File: src/design/aits_pkg.sv
// Shared types, token codes, character codes and keyword table for the
// indent-aware token scanner. No dependencies.
package aits_pkg;

    localparam int DEF_INDENT_DEPTH = 16;
    localparam int MAX_DEDENTS      = 16;

    // Token kinds.
    localparam logic [5:0] K_IDENT   = 6'd0;
    localparam logic [5:0] K_NUMBER  = 6'd1;
    localparam logic [5:0] K_KW_BASE = 6'd2;
    localparam logic [5:0] K_DOT     = 6'd13;
    localparam logic [5:0] K_SEMI    = 6'd14;
    localparam logic [5:0] K_COLON   = 6'd15;
    localparam logic [5:0] K_COMMA   = 6'd16;
    localparam logic [5:0] K_EQUAL   = 6'd17;
    localparam logic [5:0] K_PLUS    = 6'd19;
    localparam logic [5:0] K_MINUS   = 6'd20;
    localparam logic [5:0] K_STAR    = 6'd21;
    localparam logic [5:0] K_SLASH   = 6'd23;
    localparam logic [5:0] K_GREATER = 6'd24;
    localparam logic [5:0] K_LESSER  = 6'd26;
    localparam logic [5:0] K_LPAREN  = 6'd28;
    localparam logic [5:0] K_RPAREN  = 6'd29;
    localparam logic [5:0] K_EOF     = 6'd30;
    localparam logic [5:0] K_NEWLINE = 6'd31;
    localparam logic [5:0] K_INDENT  = 6'd32;
    localparam logic [5:0] K_DEDENT  = 6'd33;
    localparam logic [5:0] K_ERROR   = 6'd34;
    localparam logic [5:0] K_NONE    = 6'd63;

    // Character codes.
    localparam logic [7:0] CH_NUL    = 8'h00;
    localparam logic [7:0] CH_TAB    = 8'h09;
    localparam logic [7:0] CH_LF     = 8'h0A;
    localparam logic [7:0] CH_CR     = 8'h0D;
    localparam logic [7:0] CH_SPACE  = 8'h20;
    localparam logic [7:0] CH_LPAREN = 8'h28;
    localparam logic [7:0] CH_RPAREN = 8'h29;
    localparam logic [7:0] CH_STAR   = 8'h2A;
    localparam logic [7:0] CH_PLUS   = 8'h2B;
    localparam logic [7:0] CH_COMMA  = 8'h2C;
    localparam logic [7:0] CH_MINUS  = 8'h2D;
    localparam logic [7:0] CH_DOT    = 8'h2E;
    localparam logic [7:0] CH_SLASH  = 8'h2F;
    localparam logic [7:0] CH_COLON  = 8'h3A;
    localparam logic [7:0] CH_SEMI   = 8'h3B;
    localparam logic [7:0] CH_LESS   = 8'h3C;
    localparam logic [7:0] CH_EQUAL  = 8'h3D;
    localparam logic [7:0] CH_GREAT  = 8'h3E;
    localparam logic [7:0] CH_UNDER  = 8'h5F;

    localparam logic [23:0] POS_MAX = 24'hFFFFFF;
    localparam logic [15:0] LEN_MAX = 16'hFFFF;

    // Keyword text, first byte in the low bits, and keyword lengths.
    localparam int NUM_KW = 11;
    localparam logic [47:0] KW_TEXT [NUM_KW] = '{
        48'h0000_0064_6e61, 48'h0000_6573_6c65, 48'h0000_6669_6c65,
        48'h0000_0000_6669, 48'h0065_736c_6166, 48'h6c61_626f_6c67,
        48'h0000_0074_6f6e, 48'h0000_0000_726f, 48'h0074_6e69_7270,
        48'h0000_6575_7274, 48'h0065_6c69_6877
    };
    localparam logic [15:0] KW_LEN [NUM_KW] = '{
        16'd3, 16'd4, 16'd4, 16'd2, 16'd5, 16'd6, 16'd3, 16'd2, 16'd5, 16'd4, 16'd5
    };

    // Which token the output register loads.
    typedef enum logic [1:0] {
        SEL_INDENT = 2'd0,
        SEL_DEDENT = 2'd1,
        SEL_TOK_A  = 2'd2,
        SEL_TOK_B  = 2'd3
    } emit_sel_t;

    typedef struct packed {
        logic      latch;
        logic      eval;
        logic      search;
        logic      emit;
        emit_sel_t emit_sel;
    } aits_cmd_t;

    typedef struct packed {
        logic ws_skip;
        logic ind_up;
        logic need_search;
        logic a_now;
        logic b_now;
        logic a_v;
        logic b_v;
        logic hit;
        logic miss;
        logic dcnt_one;
        logic out_free;
    } aits_sts_t;

    // Identifier to keyword kind on an exact match.
    function automatic logic [5:0] keyword_kind(input logic [47:0] prefix,
                                                input logic [15:0] len);
        logic [5:0] res;
        res = K_IDENT;
        for (int k = NUM_KW - 1; k >= 0; k--) begin
            if (len == KW_LEN[k] && prefix == KW_TEXT[k]) begin
                res = K_KW_BASE + 6'(k);
            end
        end
        return res;
    endfunction

endpackage

File: src/design/aits_ctrl.sv
// Sequencing state machine of the token scanner: accept, evaluate, stack
// search and token emission. Depends on aits_pkg.
module aits_ctrl
    import aits_pkg::*;
(
    input  logic      aclk,
    input  logic      aresetn,
    input  logic      s_valid,
    output logic      s_ready,
    input  aits_sts_t sts,
    output aits_cmd_t cmd
);

    typedef enum logic [6:0] {
        ST_IDLE   = 7'b0000001,
        ST_EVAL   = 7'b0000010,
        ST_IND    = 7'b0000100,
        ST_SEARCH = 7'b0001000,
        ST_DEDENT = 7'b0010000,
        ST_TOK_A  = 7'b0100000,
        ST_TOK_B  = 7'b1000000
    } state_t;

    state_t state_reg, state_next;

    // State register.
    always_ff @(posedge aclk) begin
        if (!aresetn) begin
            state_reg <= ST_IDLE;
        end else begin
            state_reg <= state_next;
        end
    end

    // Next state and commands.
    always_comb begin
        state_next   = state_reg;
        cmd          = '0;
        cmd.emit_sel = SEL_TOK_B;
        s_ready      = 1'b0;
        unique case (state_reg)
            ST_IDLE: begin
                s_ready   = 1'b1;
                cmd.latch = s_valid;
                if (s_valid) state_next = ST_EVAL;
            end
            ST_EVAL: begin
                cmd.eval = 1'b1;
                if (sts.ws_skip) state_next = ST_IDLE;
                else if (sts.ind_up) state_next = ST_IND;
                else if (sts.need_search) state_next = ST_SEARCH;
                else if (sts.a_now) state_next = ST_TOK_A;
                else if (sts.b_now) state_next = ST_TOK_B;
                else state_next = ST_IDLE;
            end
            ST_IND: begin
                cmd.emit_sel = SEL_INDENT;
                if (sts.out_free) begin
                    cmd.emit = 1'b1;
                    state_next = sts.a_v ? ST_TOK_A : (sts.b_v ? ST_TOK_B : ST_IDLE);
                end
            end
            ST_SEARCH: begin
                cmd.search = 1'b1;
                if (sts.hit) state_next = ST_DEDENT;
                else if (sts.miss) begin
                    state_next = sts.a_v ? ST_TOK_A : (sts.b_v ? ST_TOK_B : ST_IDLE);
                end
            end
            ST_DEDENT: begin
                cmd.emit_sel = SEL_DEDENT;
                if (sts.out_free) begin
                    cmd.emit = 1'b1;
                    if (sts.dcnt_one) begin
                        state_next = sts.a_v ? ST_TOK_A : (sts.b_v ? ST_TOK_B : ST_IDLE);
                    end
                end
            end
            ST_TOK_A: begin
                cmd.emit_sel = SEL_TOK_A;
                if (sts.out_free) begin
                    cmd.emit = 1'b1;
                    state_next = sts.b_v ? ST_TOK_B : ST_IDLE;
                end
            end
            ST_TOK_B: begin
                cmd.emit_sel = SEL_TOK_B;
                if (sts.out_free) begin
                    cmd.emit = 1'b1;
                    state_next = ST_IDLE;
                end
            end
            default: state_next = ST_IDLE;
        endcase
    end

endmodule

File: src/design/aits_datapath.sv
// Datapath of the token scanner: scan state, pending token, indent stack
// memory and output register. Depends on aits_pkg.
module aits_datapath
    import aits_pkg::*;
#(
    parameter int INDENT_DEPTH = DEF_INDENT_DEPTH
) (
    input  logic        aclk,
    input  logic        aresetn,
    input  logic [7:0]  s_char_code,
    input  logic        cfg_wr_en,
    input  logic [3:0]  cfg_wr_data,
    input  aits_cmd_t   cmd,
    output aits_sts_t   sts,
    output logic        m_valid,
    input  logic        m_ready,
    output logic [5:0]  m_token_kind,
    output logic [23:0] m_token_start,
    output logic [15:0] m_token_length,
    output logic [23:0] m_line_number,
    output logic        m_last_of_run
);

    localparam int DW = $clog2(INDENT_DEPTH + 1);
    localparam int IW = $clog2(INDENT_DEPTH);

    logic [7:0]    char_reg;
    logic [3:0]    tab_reg;
    logic [7:0]    col_reg;
    logic          at_ls_reg;
    logic [DW-1:0] depth_reg;
    logic [7:0]    top_reg;
    logic [5:0]    pk_reg;
    logic [23:0]   pstart_reg;
    logic [15:0]   plen_reg;
    logic [47:0]   prefix_reg;
    logic [23:0]   pos_reg;
    logic [23:0]   line_reg;
    logic [23:0]   cur_pos_reg;
    logic [23:0]   cur_line_reg;
    logic          a_v_reg;
    logic [5:0]    a_kind_reg;
    logic [23:0]   a_start_reg;
    logic [15:0]   a_len_reg;
    logic          b_v_reg;
    logic [5:0]    b_kind_reg;
    logic [IW-1:0] idx_reg;
    logic [7:0]    rd_reg;
    logic [4:0]    dcnt_reg;
    logic          m_valid_reg;
    logic [5:0]    out_kind_reg;
    logic [23:0]   out_start_reg;
    logic [15:0]   out_len_reg;
    logic [23:0]   out_line_reg;
    logic          out_last_reg;
    logic [7:0]    levels_mem [INDENT_DEPTH];

    logic          digit, alpha, is_ws, ws_skip, check, ind_up, need_search;
    logic          ext, two, a_now, b_now;
    logic [5:0]    a_kind, b_kind;
    logic [15:0]   a_len;
    logic [7:0]    lvl;
    logic          hit, miss, out_free;
    logic [IW-1:0] rd_addr;
    logic [6:0]    pops;
    logic [8:0]    col_sum;
    logic [47:0]   prefix_ext;

    // Character classes and indentation decisions.
    always_comb begin
        digit   = char_reg >= 8'h30 && char_reg <= 8'h39;
        alpha   = (char_reg >= 8'h61 && char_reg <= 8'h7A) ||
                  (char_reg >= 8'h41 && char_reg <= 8'h5A);
        is_ws   = char_reg == CH_SPACE || char_reg == CH_TAB || char_reg == CH_CR;
        ws_skip = at_ls_reg && is_ws;
        check   = at_ls_reg && !is_ws;
        ind_up  = check && col_reg > top_reg && depth_reg < DW'(INDENT_DEPTH);
        need_search = check && col_reg < top_reg;
        col_sum = 9'(col_reg) + ((char_reg == CH_SPACE) ? 9'd1 : 9'(tab_reg));
    end

    // Pending token continuation, two-character operators and flush.
    always_comb begin
        ext = (pk_reg == K_IDENT && (alpha || digit || char_reg == CH_UNDER)) ||
              (pk_reg == K_NUMBER && (digit || char_reg == CH_DOT));
        two = (char_reg == CH_EQUAL &&
               (pk_reg == K_EQUAL || pk_reg == K_GREATER || pk_reg == K_LESSER)) ||
              (char_reg == CH_STAR && pk_reg == K_STAR);
        a_now  = !ws_skip && (two || (!ext && pk_reg != K_NONE));
        a_kind = two ? (pk_reg + 6'd1) :
                 ((pk_reg == K_IDENT) ? keyword_kind(prefix_reg, plen_reg) : pk_reg);
        a_len  = two ? 16'd2 : plen_reg;
        prefix_ext = prefix_reg;
        for (int i = 0; i < 6; i++) begin
            if (plen_reg == 16'(i)) prefix_ext[8*i +: 8] = char_reg;
        end
    end

    // Single-character tokens.
    always_comb begin
        b_now  = 1'b0;
        b_kind = K_ERROR;
        if (!ws_skip && !ext && !two && !digit && !alpha) begin
            b_now = 1'b1;
            unique case (char_reg)
                CH_SPACE, CH_TAB, CH_CR, CH_EQUAL, CH_STAR, CH_GREAT, CH_LESS:
                    b_now = 1'b0;
                CH_DOT:    b_kind = K_DOT;
                CH_SEMI:   b_kind = K_SEMI;
                CH_COLON:  b_kind = K_COLON;
                CH_COMMA:  b_kind = K_COMMA;
                CH_PLUS:   b_kind = K_PLUS;
                CH_MINUS:  b_kind = K_MINUS;
                CH_SLASH:  b_kind = K_SLASH;
                CH_LPAREN: b_kind = K_LPAREN;
                CH_RPAREN: b_kind = K_RPAREN;
                CH_NUL:    b_kind = K_EOF;
                CH_LF:     b_kind = K_NEWLINE;
                default:   b_kind = K_ERROR;
            endcase
        end
    end

    // Stack search compare; entry zero is always taken as level zero.
    always_comb begin
        lvl  = (idx_reg == '0) ? 8'd0 : rd_reg;
        hit  = lvl == col_reg;
        miss = !hit && (lvl < col_reg || idx_reg == '0);
        pops = 7'(depth_reg) - 7'(idx_reg) - 7'd1;
        rd_addr = cmd.eval ? IW'(depth_reg - DW'(2)) : (idx_reg - IW'(1));
        out_free = !m_valid_reg || m_ready;
    end

    // Indent stack memory with registered read.
    always_ff @(posedge aclk) begin
        rd_reg <= levels_mem[rd_addr];
        if (cmd.eval && ind_up) begin
            levels_mem[IW'(depth_reg)] <= col_reg;
        end
    end

    // Configuration register.
    always_ff @(posedge aclk) begin
        if (!aresetn) begin
            tab_reg <= 4'd4;
        end else if (cfg_wr_en) begin
            tab_reg <= cfg_wr_data;
        end
    end

    // Input byte capture.
    always_ff @(posedge aclk) begin
        if (cmd.latch) char_reg <= s_char_code;
    end

    // Scanner state.
    always_ff @(posedge aclk) begin
        if (!aresetn) begin
            col_reg    <= 8'd0;
            at_ls_reg  <= 1'b1;
            depth_reg  <= DW'(1);
            top_reg    <= 8'd0;
            pk_reg     <= K_NONE;
            pstart_reg <= 24'd0;
            plen_reg   <= 16'd0;
            prefix_reg <= 48'd0;
            pos_reg    <= 24'd0;
            line_reg   <= 24'd1;
            a_v_reg    <= 1'b0;
            b_v_reg    <= 1'b0;
            dcnt_reg   <= 5'd0;
            idx_reg    <= '0;
        end else if (cmd.eval) begin
            cur_pos_reg  <= pos_reg;
            cur_line_reg <= line_reg;
            if (pos_reg != POS_MAX) pos_reg <= pos_reg + 24'd1;
            a_v_reg     <= a_now;
            a_kind_reg  <= a_kind;
            a_start_reg <= pstart_reg;
            a_len_reg   <= a_len;
            b_v_reg     <= b_now;
            b_kind_reg  <= b_kind;
            if (ws_skip) begin
                if (char_reg == CH_CR) col_reg <= 8'd0;
                else col_reg <= col_sum[8] ? 8'hFF : col_sum[7:0];
            end else begin
                at_ls_reg <= 1'b0;
                if (ind_up) begin
                    depth_reg <= depth_reg + DW'(1);
                    top_reg   <= col_reg;
                end
                if (need_search) idx_reg <= IW'(depth_reg - DW'(2));
                if (ext) begin
                    prefix_reg <= prefix_ext;
                    if (plen_reg != LEN_MAX) plen_reg <= plen_reg + 16'd1;
                end else begin
                    pk_reg     <= K_NONE;
                    plen_reg   <= 16'd0;
                    prefix_reg <= 48'd0;
                    if (!two) begin
                        if (digit || alpha || char_reg == CH_EQUAL || char_reg == CH_STAR ||
                            char_reg == CH_GREAT || char_reg == CH_LESS) begin
                            pk_reg     <= digit ? K_NUMBER : (alpha ? K_IDENT :
                                          (char_reg == CH_EQUAL ? K_EQUAL :
                                          (char_reg == CH_STAR ? K_STAR :
                                          (char_reg == CH_GREAT ? K_GREATER : K_LESSER))));
                            pstart_reg <= pos_reg;
                            plen_reg   <= 16'd1;
                            prefix_reg <= 48'(char_reg);
                        end
                        if (char_reg == CH_LF) begin
                            if (line_reg != POS_MAX) line_reg <= line_reg + 24'd1;
                            at_ls_reg <= 1'b1;
                            col_reg   <= 8'd0;
                        end
                    end
                end
            end
        end else if (cmd.search) begin
            if (hit) begin
                depth_reg <= DW'(idx_reg) + DW'(1);
                top_reg   <= col_reg;
                dcnt_reg  <= (pops > 7'(MAX_DEDENTS)) ? 5'(MAX_DEDENTS) : pops[4:0];
            end else if (!miss) begin
                idx_reg <= idx_reg - IW'(1);
            end
        end else if (cmd.emit && cmd.emit_sel == SEL_DEDENT) begin
            dcnt_reg <= dcnt_reg - 5'd1;
        end
    end

    // Output register; a token loads when the slot is free.
    always_ff @(posedge aclk) begin
        if (!aresetn) begin
            m_valid_reg <= 1'b0;
        end else if (cmd.emit) begin
            m_valid_reg <= 1'b1;
        end else if (m_ready) begin
            m_valid_reg <= 1'b0;
        end
    end

    always_ff @(posedge aclk) begin
        if (cmd.emit) begin
            out_line_reg <= cur_line_reg;
            unique case (cmd.emit_sel)
                SEL_INDENT: begin
                    out_kind_reg  <= K_INDENT;
                    out_start_reg <= cur_pos_reg;
                    out_len_reg   <= 16'd0;
                    out_last_reg  <= !a_v_reg && !b_v_reg;
                end
                SEL_DEDENT: begin
                    out_kind_reg  <= K_DEDENT;
                    out_start_reg <= cur_pos_reg;
                    out_len_reg   <= 16'd0;
                    out_last_reg  <= dcnt_reg == 5'd1 && !a_v_reg && !b_v_reg;
                end
                SEL_TOK_A: begin
                    out_kind_reg  <= a_kind_reg;
                    out_start_reg <= a_start_reg;
                    out_len_reg   <= a_len_reg;
                    out_last_reg  <= !b_v_reg;
                end
                SEL_TOK_B: begin
                    out_kind_reg  <= b_kind_reg;
                    out_start_reg <= cur_pos_reg;
                    out_len_reg   <= 16'd1;
                    out_last_reg  <= 1'b1;
                end
                default: out_last_reg <= 1'b1;
            endcase
        end
    end

    // Status to the controller and result ports.
    always_comb begin
        sts.ws_skip     = ws_skip;
        sts.ind_up      = ind_up;
        sts.need_search = need_search;
        sts.a_now       = a_now;
        sts.b_now       = b_now;
        sts.a_v         = a_v_reg;
        sts.b_v         = b_v_reg;
        sts.hit         = hit;
        sts.miss        = miss;
        sts.dcnt_one    = dcnt_reg == 5'd1;
        sts.out_free    = out_free;
    end

    assign m_valid        = m_valid_reg;
    assign m_token_kind   = out_kind_reg;
    assign m_token_start  = out_start_reg;
    assign m_token_length = out_len_reg;
    assign m_line_number  = out_line_reg;
    assign m_last_of_run  = out_last_reg;

endmodule

File: src/design/indent_aware_token_scanner.sv
// Top level of the indent-aware token scanner: controller and datapath.
// Depends on aits_pkg, aits_ctrl and aits_datapath.
//
// Usage: one source byte per transaction on s_char_code (s_valid/s_ready);
// tokens leave on the m_ channel (m_valid/m_ready), one per transaction,
// with m_last_of_run set on the final token caused by a byte. A zero byte
// gives an end-of-text token. cfg_wr_en/cfg_wr_data set the tab width.
// Sequence: a byte is taken in the idle state and evaluated in the next
// cycle; each token it yields then has its own emission step into the output
// register. A dedent first runs a stack search that visits one level at a
// time (registered memory read), then emits its DEDENT tokens one by one.
// Reset (aresetn low, synchronous) empties the indent stack to level zero,
// drops any pending token, sets line 1, offset 0 and tab width 4; no
// clearing pass is needed.
// A stalled receiver holds the output register; the scanner waits in its
// emission step and takes no new byte until all tokens of the current byte
// are loaded into the output register.
module indent_aware_token_scanner
    import aits_pkg::*;
#(
    parameter int INDENT_DEPTH = DEF_INDENT_DEPTH
) (
    input  logic        aclk,
    input  logic        aresetn,
    input  logic        s_valid,
    output logic        s_ready,
    input  logic [7:0]  s_char_code,
    input  logic        cfg_wr_en,
    input  logic [3:0]  cfg_wr_data,
    output logic        m_valid,
    input  logic        m_ready,
    output logic [5:0]  m_token_kind,
    output logic [23:0] m_token_start,
    output logic [15:0] m_token_length,
    output logic [23:0] m_line_number,
    output logic        m_last_of_run
);

    aits_cmd_t cmd;
    aits_sts_t sts;

    // Sequencer.
    aits_ctrl u_ctrl (
        .aclk    (aclk),
        .aresetn (aresetn),
        .s_valid (s_valid),
        .s_ready (s_ready),
        .sts     (sts),
        .cmd     (cmd)
    );

    // Scanner state, indent stack and output register.
    aits_datapath #(
        .INDENT_DEPTH (INDENT_DEPTH)
    ) u_datapath (
        .aclk           (aclk),
        .aresetn        (aresetn),
        .s_char_code    (s_char_code),
        .cfg_wr_en      (cfg_wr_en),
        .cfg_wr_data    (cfg_wr_data),
        .cmd            (cmd),
        .sts            (sts),
        .m_valid        (m_valid),
        .m_ready        (m_ready),
        .m_token_kind   (m_token_kind),
        .m_token_start  (m_token_start),
        .m_token_length (m_token_length),
        .m_line_number  (m_line_number),
        .m_last_of_run  (m_last_of_run)
    );

endmodule

File: config.mk
export PLATFORM = sky130hd
export DESIGN_NAME = indent_aware_token_scanner
export DESIGN_NICKNAME = d
export VERILOG_FILES = /design/src/design/aits_pkg.sv /design/src/design/aits_ctrl.sv /design/src/design/aits_datapath.sv /design/src/design/indent_aware_token_scanner.sv
export SDC_FILE = /design/constraint.sdc
export NUM_CORES = 1
export LEC_CHECK = 0
export BUFFER_PORTS_ARGS = -buffer_cell sky130_fd_sc_hd__buf_4
export CAP_MARGIN = 20
export CORE_ASPECT_RATIO = 0.75
export CORE_MARGIN = 1
export CORE_UTILIZATION = 40
export CTS_BUF_LIST = sky130_fd_sc_hd__clkbuf_8
export DETAILED_ROUTE_END_ITERATION = 10
export PLACE_DENSITY = 0.65
export REMOVE_ABC_BUFFERS = 1
export SYNTH_ARGS = -nofsm -noshare
export SYNTH_HDL_FRONTEND = slang
export SYNTH_HIERARCHICAL = 1
export SYNTH_SLANG_ARGS = --single-unit
File: constraint.sdc
create_clock -name aclk -period 8.49 [get_ports aclk]
set_clock_uncertainty 0.15 [all_clocks]
set_input_delay 1.2735 -clock aclk [delete_from_list [all_inputs] [get_ports aclk]]
set_output_delay 1.2735 -clock aclk [all_outputs]
set_load 0.02 [all_outputs]
==> summary.md, run 1 <==
| Metric | Value |
|---|---|
| DIE AREA | 0.0555 mm2 |
| Antenna-violating nets left | 0 |
| RR Endpoint | u_datapath/prefix_reg[0]$_SDFFE_PN0P_ |
| CTS tree | done |
| Pleak | 8.58 nW |
| WL met1 | 23900 um |
| Clock transition at path regs | 0.07 ns |
| Crit-path slowest cell | nor4b_2 |
| Die width | 272 um |
| Setup bufs post-CTS | 0 |
| Top Layer Used | met4 |
| CTS Hold Bufs | 0 |
| Number of flops mapped to enable cells by yosys | 307 |
| FF-to-FF setup slack | 4.09 ns |
| Reg-to-reg startpoint | u_datapath/char_reg[4]$_DFFE_PP_ |
| Worst-Skew Late Latency | 0.67 ns |
| Max Root-Sink Buffers | 3 |
| Unique masters post-synth | 92 |
| Async SR Flop Fraction | 0% |
| Initial Util | 40.8% |
| Root buffer cell | clkbuf_8 |
| Cell Area, Synth | 0.0218 mm2 |
| Clock sinks | 502 |
| Yosys top cell by area | edfxtp_1 |
| Peak VDD IR | 100 uV |
| Peak Freq | 0.227 GHz |
| Max reg flops | 128 |
| Worst path required time | 8.95 ns |
| Worst Path Arrival | 4.87 ns |
| Least-Margin Pin Slew | 1.07 ns |
| Endpoints failing setup | 0 |
| Num ports | 90 |
| Die extent in y | 204 um |
| Met3 Wirelength | 3680 um |
| CP Cell Sequence | nor4b_2, o2bb2a_2, o21ai_1, buf_4, or3_1, nand2_1, a21oi_2, a22o_1 |
| Average size of a mapped cell | 12.0 um2 |
| First-pass GRT wire length | 80000 um |
| Cell count after synthesis | 1826 |
| Register area share after synthesis | 60.1% |
| Port bufs | 89 |
| Layout cells sized above 1 | 16.4% |
| CP Class | reg2reg |
| Vias/cell | 5.44 |
| Launch point of the worst path | u_datapath/char_reg[4]$_DFFE_PP_ |
| Largest net degree at the start of global routing | 74 |
| Hold_ws | 0.264 ns |
| Yosys reg bits | 502 |
| Crit path to | u_datapath/prefix_reg[0]$_SDFFE_PN0P_ |
| Most common cell in the netlist | edfxtp_1 |
| 1st-iter DRT viols | 1373 |
| Slew HR | 28.6% |
| CTS Buf Count | 79 |
| Slew Limit Fails | 0 |
| Synth cell count leaders | 307 x edfxtp_1, 195 x dfxtp_1, 184 x nor2_1, 134 x nand2_1, 88 x nand3_1 |
| Worst-path maximum fanout | 23 |
| Power Density | 198 mW/mm2 |
| CP startpoint kind | register |
| Antenna cells | 0 |
| First-pass iteration count of the detailed router | 5 |
| Via count | 14700 |
| Period utilisation layout | 51.9% |
| Outcome | finished clean |
| Post-CTS sizing | 0 |
| Final nets | 1991 |
| WL met2 | 22300 um |
| HP Class | reg2reg |
| Crit path capture type | register |
| Synth top area share | 42.2% |
| Period minus WS final | 4.40 ns |
| Max-cap violation count | 0 |
| Overall global routing resource usage | 18.4% |
| Antenna violations before repair | 1 |
| Yosys warning count | 6 |
| Synth area leaders | edfxtp_1 42%, dfxtp_1 18%, mux4_2 3.3% |
| Hpwl dp | 33800 um |
| Total wire length | 50900 um |
| Vias in the first global route | 14300 |
| Final hold violation count | 0 |
| Max incr delay on CP | 0.73 ns |
| Core Rows | 73 |
| Placer Congestion | 0.869 |
| Total Neg Setup Slack | 0 ns |
| RSZ-0062 raised after global routing | false |
| Overflow left after global routing | 0 |
| Top FF cell, synth | edfxtp_1 |
| Post-route DRC | 0 |
| Reg2Reg Depth | 8 |
| Core area | 0.0534 mm2 |
| H-tree Lvls | 3 |
| Area grow syn2layout | 13.2% |
| Wirelength per Cell | 18.8 um |
worst min-delay path by stage:
stage / startpoint / endpoint / slack, ns / depth (start not counted)
after floorplan: u_datapath/cur_line_reg[0]$_DFFE_PP_ / u_datapath/m_line_number[0]$_DFFE_PP_ / 0.25 / 0
after global placement: u_datapath/cur_line_reg[18]$_DFFE_PP_ / u_datapath/m_line_number[18]$_DFFE_PP_ / 0.25 / 0
after detailed placement: u_datapath/cur_line_reg[17]$_DFFE_PP_ / u_datapath/m_line_number[17]$_DFFE_PP_ / 0.25 / 0
after CTS: u_datapath/pstart_reg[16]$_SDFFE_PN0P_ / u_datapath/a_start_reg[16]$_DFFE_PP_ / 0.25 / 0
after global routing: u_datapath/cur_line_reg[2]$_DFFE_PP_ / u_datapath/m_line_number[2]$_DFFE_PP_ / 0.28 / 0
final: u_datapath/cur_line_reg[7]$_DFFE_PP_ / u_datapath/m_line_number[7]$_DFFE_PP_ / 0.26 / 0
cells by family after synthesis:
| logic type | Yosys count | synth area share [%] |
|---|---|---|
| and+or+nand+nor | 708 | 17.2 |
| DFF | 502 | 60.1 |
| AOI/OAI and AO/OA | 242 | 7.18 |
| buffers and inverters | 149 | 3.02 |
| muxes | 109 | 7.02 |
| xor gates and xnor gates | 72 | 2.89 |
| adders and majority gates | 44 | 2.58 |
power by group:
| part | internal [mW] | total (mW) | switching (mW) |
|---|---|---|---|
| registers | 2.62 | 2.67 | 0.0530 |
| clock network | 1.00 | 1.97 | 0.970 |
| logic | 0.0819 | 0.247 | 0.165 |
| total | 3.70 | 4.89 | 1.19 |
layout by cell type (no fill, tap or decap), types with 43 or more instances in the layout:
cell type | Yosys | final
nand3_1 | 88 | 88
edfxtp_1 | 307 | 307
clkbuf_8 | 0 | 85
buf_4 | 12 | 113
a21oi_1 | 76 | 75
nor3_1 | 46 | 46
nand2_1 | 134 | 134
mux2i_1 | 45 | 45
nor2_1 | 184 | 182
o21ai_0 | 48 | 48
and2_1 | 43 | 43
inv_1 | 59 | 84
dfxtp_1 | 195 | 195
worst max-delay path, delay by kind of cell (launching register included):
family,cells,cell delay [ns]
buf+inv,1,0.28
flops,1,0.67
compound gates,4,1.15
simple gates,3,2.11
per-layer routing:
metal | track usage [%] | vias up
met4 | 5.96 | 0
met5 | 0 | -
met2 | 27.4 | 490
met1 | 26.6 | 7213
li1 | - | 6958
met3 | 4.16 | 74
final cells by class:
type | instances | area (um2)
multi-input combinational | 1175 | 8080
fill | 4840 | 28700
clock buffer | 85 | 1170
sequential | 502 | 13100
inverter | 59 | 224
tap | 712 | 891
clock inverter | 61 | 353
timing repair buffer | 114 | 868
per-stage QoR:
step                      std cells  util (%)  area, um2  power, mW  setup WS, ns
after floorplan                1736         -      21400       2.87         0.770
after global placement         2560      43.3      23200       2.96          4.35
after detailed placement       2560      43.3      23200       2.97          4.21
after CTS                      2706      46.2      24700       4.95          4.19
after global routing           2708      46.2      24700       5.08          3.91
final                          2708      46.2      24700       4.89          4.09
Note: power is estimated with default switching activity, not from simulation.
==> run 2, diff against run 1 <==
==> constraint.sdc (replaced) <==
create_clock -name aclk -period 4.5 [get_ports aclk]
set_clock_uncertainty 0.15 [all_clocks]
set_input_delay 0.675 -clock aclk [delete_from_list [all_inputs] [get_ports aclk]]
set_output_delay 0.675 -clock aclk [all_outputs]
set_load 0.02 [all_outputs]
==> summary.md, run 2 (same netlist as run 1, synthesis figures left out) <==
| Metric | Value |
|---|---|
| Multi-input gate area | 0.00809 mm2 (about the same) |
| Worst Path Arrival | 3.94 ns (-0.93 ns) |
| Reg2Reg Depth | 10 (+2) |
| 1st-iter DRT viols | 1383 (+0.73%) |
| H-tree Lvls | 3 (unchanged) |
| Placed Area | 0.0233 mm2 (+0.46%) |
| Port bufs | 89 (unchanged) |
| Layout cells sized above 1 | 16.9% (+0.47 points) |
| Reg-to-reg startpoint | u_datapath/char_reg[1]$_DFFE_PP_ |
| Clock transition at path regs | 0.06 ns (about the same) |
| Overall global routing resource usage | 18.1% (-0.36 points) |
| Max-cap violation count | 0 (unchanged) |
| Slew HR | 35.1% (+6.5 points) |
| Total Neg Setup Slack | 0 ns (unchanged) |
| Wirelength per Cell | 18.4 um (-2.0%) |
| Vias in the first global route | 14300 (+0.32%) |
| Hpwl dp | 34000 um (+0.32%) |
| Core area | 0.0534 mm2 (unchanged) |
| First-pass iteration count of the detailed router | 5 (unchanged) |
| Final Cell Area | 0.0249 mm2 (+0.75%) |
| Slew Limit Fails | 0 (unchanged) |
| Max reg flops | 128 (unchanged) |
| Total wire length | 50200 um (-1.5%) |
| Power Density | 375 mW/mm2 (+89%) |
| Most frequent cells in the layout | 307 x edfxtp_1, 195 x dfxtp_1, 182 x nor2_1 |
| Root buffer cell | clkbuf_8 |
| HP Start | s_char_code[7] |
| DIE AREA | 0.0555 mm2 (unchanged) |
| Post-CTS sizing | 0 (unchanged) |
| Die extent in y | 204 um (unchanged) |
| Antenna violations before repair | 1 (unchanged) |
| Period minus WS final | 3.58 ns (-0.830 ns) |
| Period utilisation layout | 79.5% (+28 points) |
| Largest net degree at the start of global routing | 74 (unchanged) |
| Num ports | 90 (unchanged) |
| Worst-path maximum fanout | 25 (+8.7%) |
| Least-Margin Pin Slew | 0.970 ns (-0.0973 ns) |
| FF-to-FF setup slack | 0.92 ns (-3.16 ns) |
| Outcome | finished clean |
| RR Endpoint | u_ctrl/state_reg[0]$_SDFFE_PN1P_ |
| Worst path required time | 4.87 ns (-4.08 ns) |
| Peak VDD IR | 210 uV (+110%) |
| Overflow left after global routing | 0 (unchanged) |
| Area grow syn2layout | 14.1% |
| Fillers | 4803 (-0.76%) |
| Die width | 272 um (unchanged) |
| Setup bufs post-CTS | 0 (unchanged) |
| Endpoints failing setup | 0 (unchanged) |
| Antenna cells | 0 (unchanged) |
| Final nets | 2006 (+0.75%) |
| RSZ-0062 raised after global routing | false |
| Antenna-violating nets left | 0 (unchanged) |
| CP startpoint kind | register |
| Max Root-Sink Buffers | 3 (unchanged) |
| Pwr Total | 9.34 mW (+91%) |
| Peak Freq | 0.280 GHz (+23%) |
| CP Class | reg2reg |
| Vias/cell | 5.42 (-0.44%) |
| Placed Cells | 2571 (+0.43%) |
| Core Rows | 73 (unchanged) |
| Initial Util | 40.8% (unchanged) |
| First-pass GRT wire length | 78900 um (-1.4%) |
| Commonest non-fill, non-tap cell in the layout | edfxtp_1 |
| Hold worst-path end | u_datapath/char_reg[7]$_DFFE_PP_ |
| Hold_ws | 0.0741 ns (-0.190 ns) |
| Final hold violation count | 0 (unchanged) |
| HP Class | in2reg |
| Worst-Skew Late Latency | 0.67 ns (about the same) |
| Crit path capture type | register |
| Via count | 14800 (+0.12%) |
| FF/Latch Area | 0.0131 mm2 (unchanged) |
| Pleak | 8.65 nW (+0.87%) |
| CTS Buf Count | 79 (unchanged) |
| Clock sinks | 502 (unchanged) |
| CTS tree | done |
| Post-route DRC | 0 (unchanged) |
| Placer Congestion | 0.938 (+7.9%) |
| Post-layout instance count excluding filler cells | 2723 (+0.55%) |
| Hold path cells | 1 (+1) |
## run 2: critical path: stages (launching register included)
cell	delay, ns
edfxtp_1	0.74
or4_4	0.67
o21ai_2	0.16
nor3_2	0.10
nor2_1	0.70
and4_1	0.39
nor4_1	0.07
nor2_1	0.10
or3_1	0.11
o211a_1	0.14
o221ai_1	0.10
## run 2: per-stage QoR
| step | util [%] | setup WS, ns |
|---|---|---|
| 6_report | 46.6 | 0.925 |
| 5_1_grt | 46.6 | 0.741 |
| 4_1_cts | 46.6 | 0.986 |
| 3_5_place_dp | 43.5 | 0.990 |
| 3_3_place_gp | 43.5 | 1.08 |
| 2_1_floorplan | - | -2.62 |
## run 2: per-layer routing
layer / global-route usage, % / vias up / wire (um)
li1: - / 6981 / -
met1: 25.9 / 7232 / 23700
met2: 27.3 / 468 / 22300
met3: 3.99 / 69 / 3270
met4: 5.58 / 2 / 992
met5: 0 / - / 13
## run 2: power by group
part	switching, mW	internal [mW]	leakage, nW
Sequential	0.0987	4.94	4.37
Clock	1.83	1.97	0.883
Combinational	0.327	0.169	3.40
Total	2.26	7.08	8.65
## run 2: how the worst max path moves through the flow
stage | start | to | slack, ns | cells after the start
final | u_datapath/char_reg[1]$_DFFE_PP_ | u_ctrl/state_reg[0]$_SDFFE_PN1P_ | 0.92 | 10
after global routing | u_datapath/char_reg[1]$_DFFE_PP_ | u_ctrl/state_reg[0]$_SDFFE_PN1P_ | 0.74 | 10
after CTS | u_datapath/char_reg[4]$_DFFE_PP_ | u_ctrl/state_reg[0]$_SDFFE_PN1P_ | 0.99 | 10
after detailed placement | u_datapath/char_reg[4]$_DFFE_PP_ | u_ctrl/state_reg[0]$_SDFFE_PN1P_ | 0.99 | 10
after global placement | u_datapath/char_reg[1]$_DFFE_PP_ | u_ctrl/state_reg[0]$_SDFFE_PN1P_ | 1.08 | 10
after floorplan | aresetn | u_datapath/a_kind_reg[0]$_DFFE_PP_ | -2.62 | 2
## run 2: final cells by class
type	instances	share of cell area, %
clock inverter	56	1.32
multi-input combinational	1175	32.5
clock buffer	90	4.98
sequential	502	52.7
timing repair buffer	129	4.03
inverter	59	0.900
tap	712	3.58
## run 2: timing repair
action,CTS,global route
endpoints found under the hold margin,5,0
hold buffers,5,0
endpoints found under the setup margin,0,0
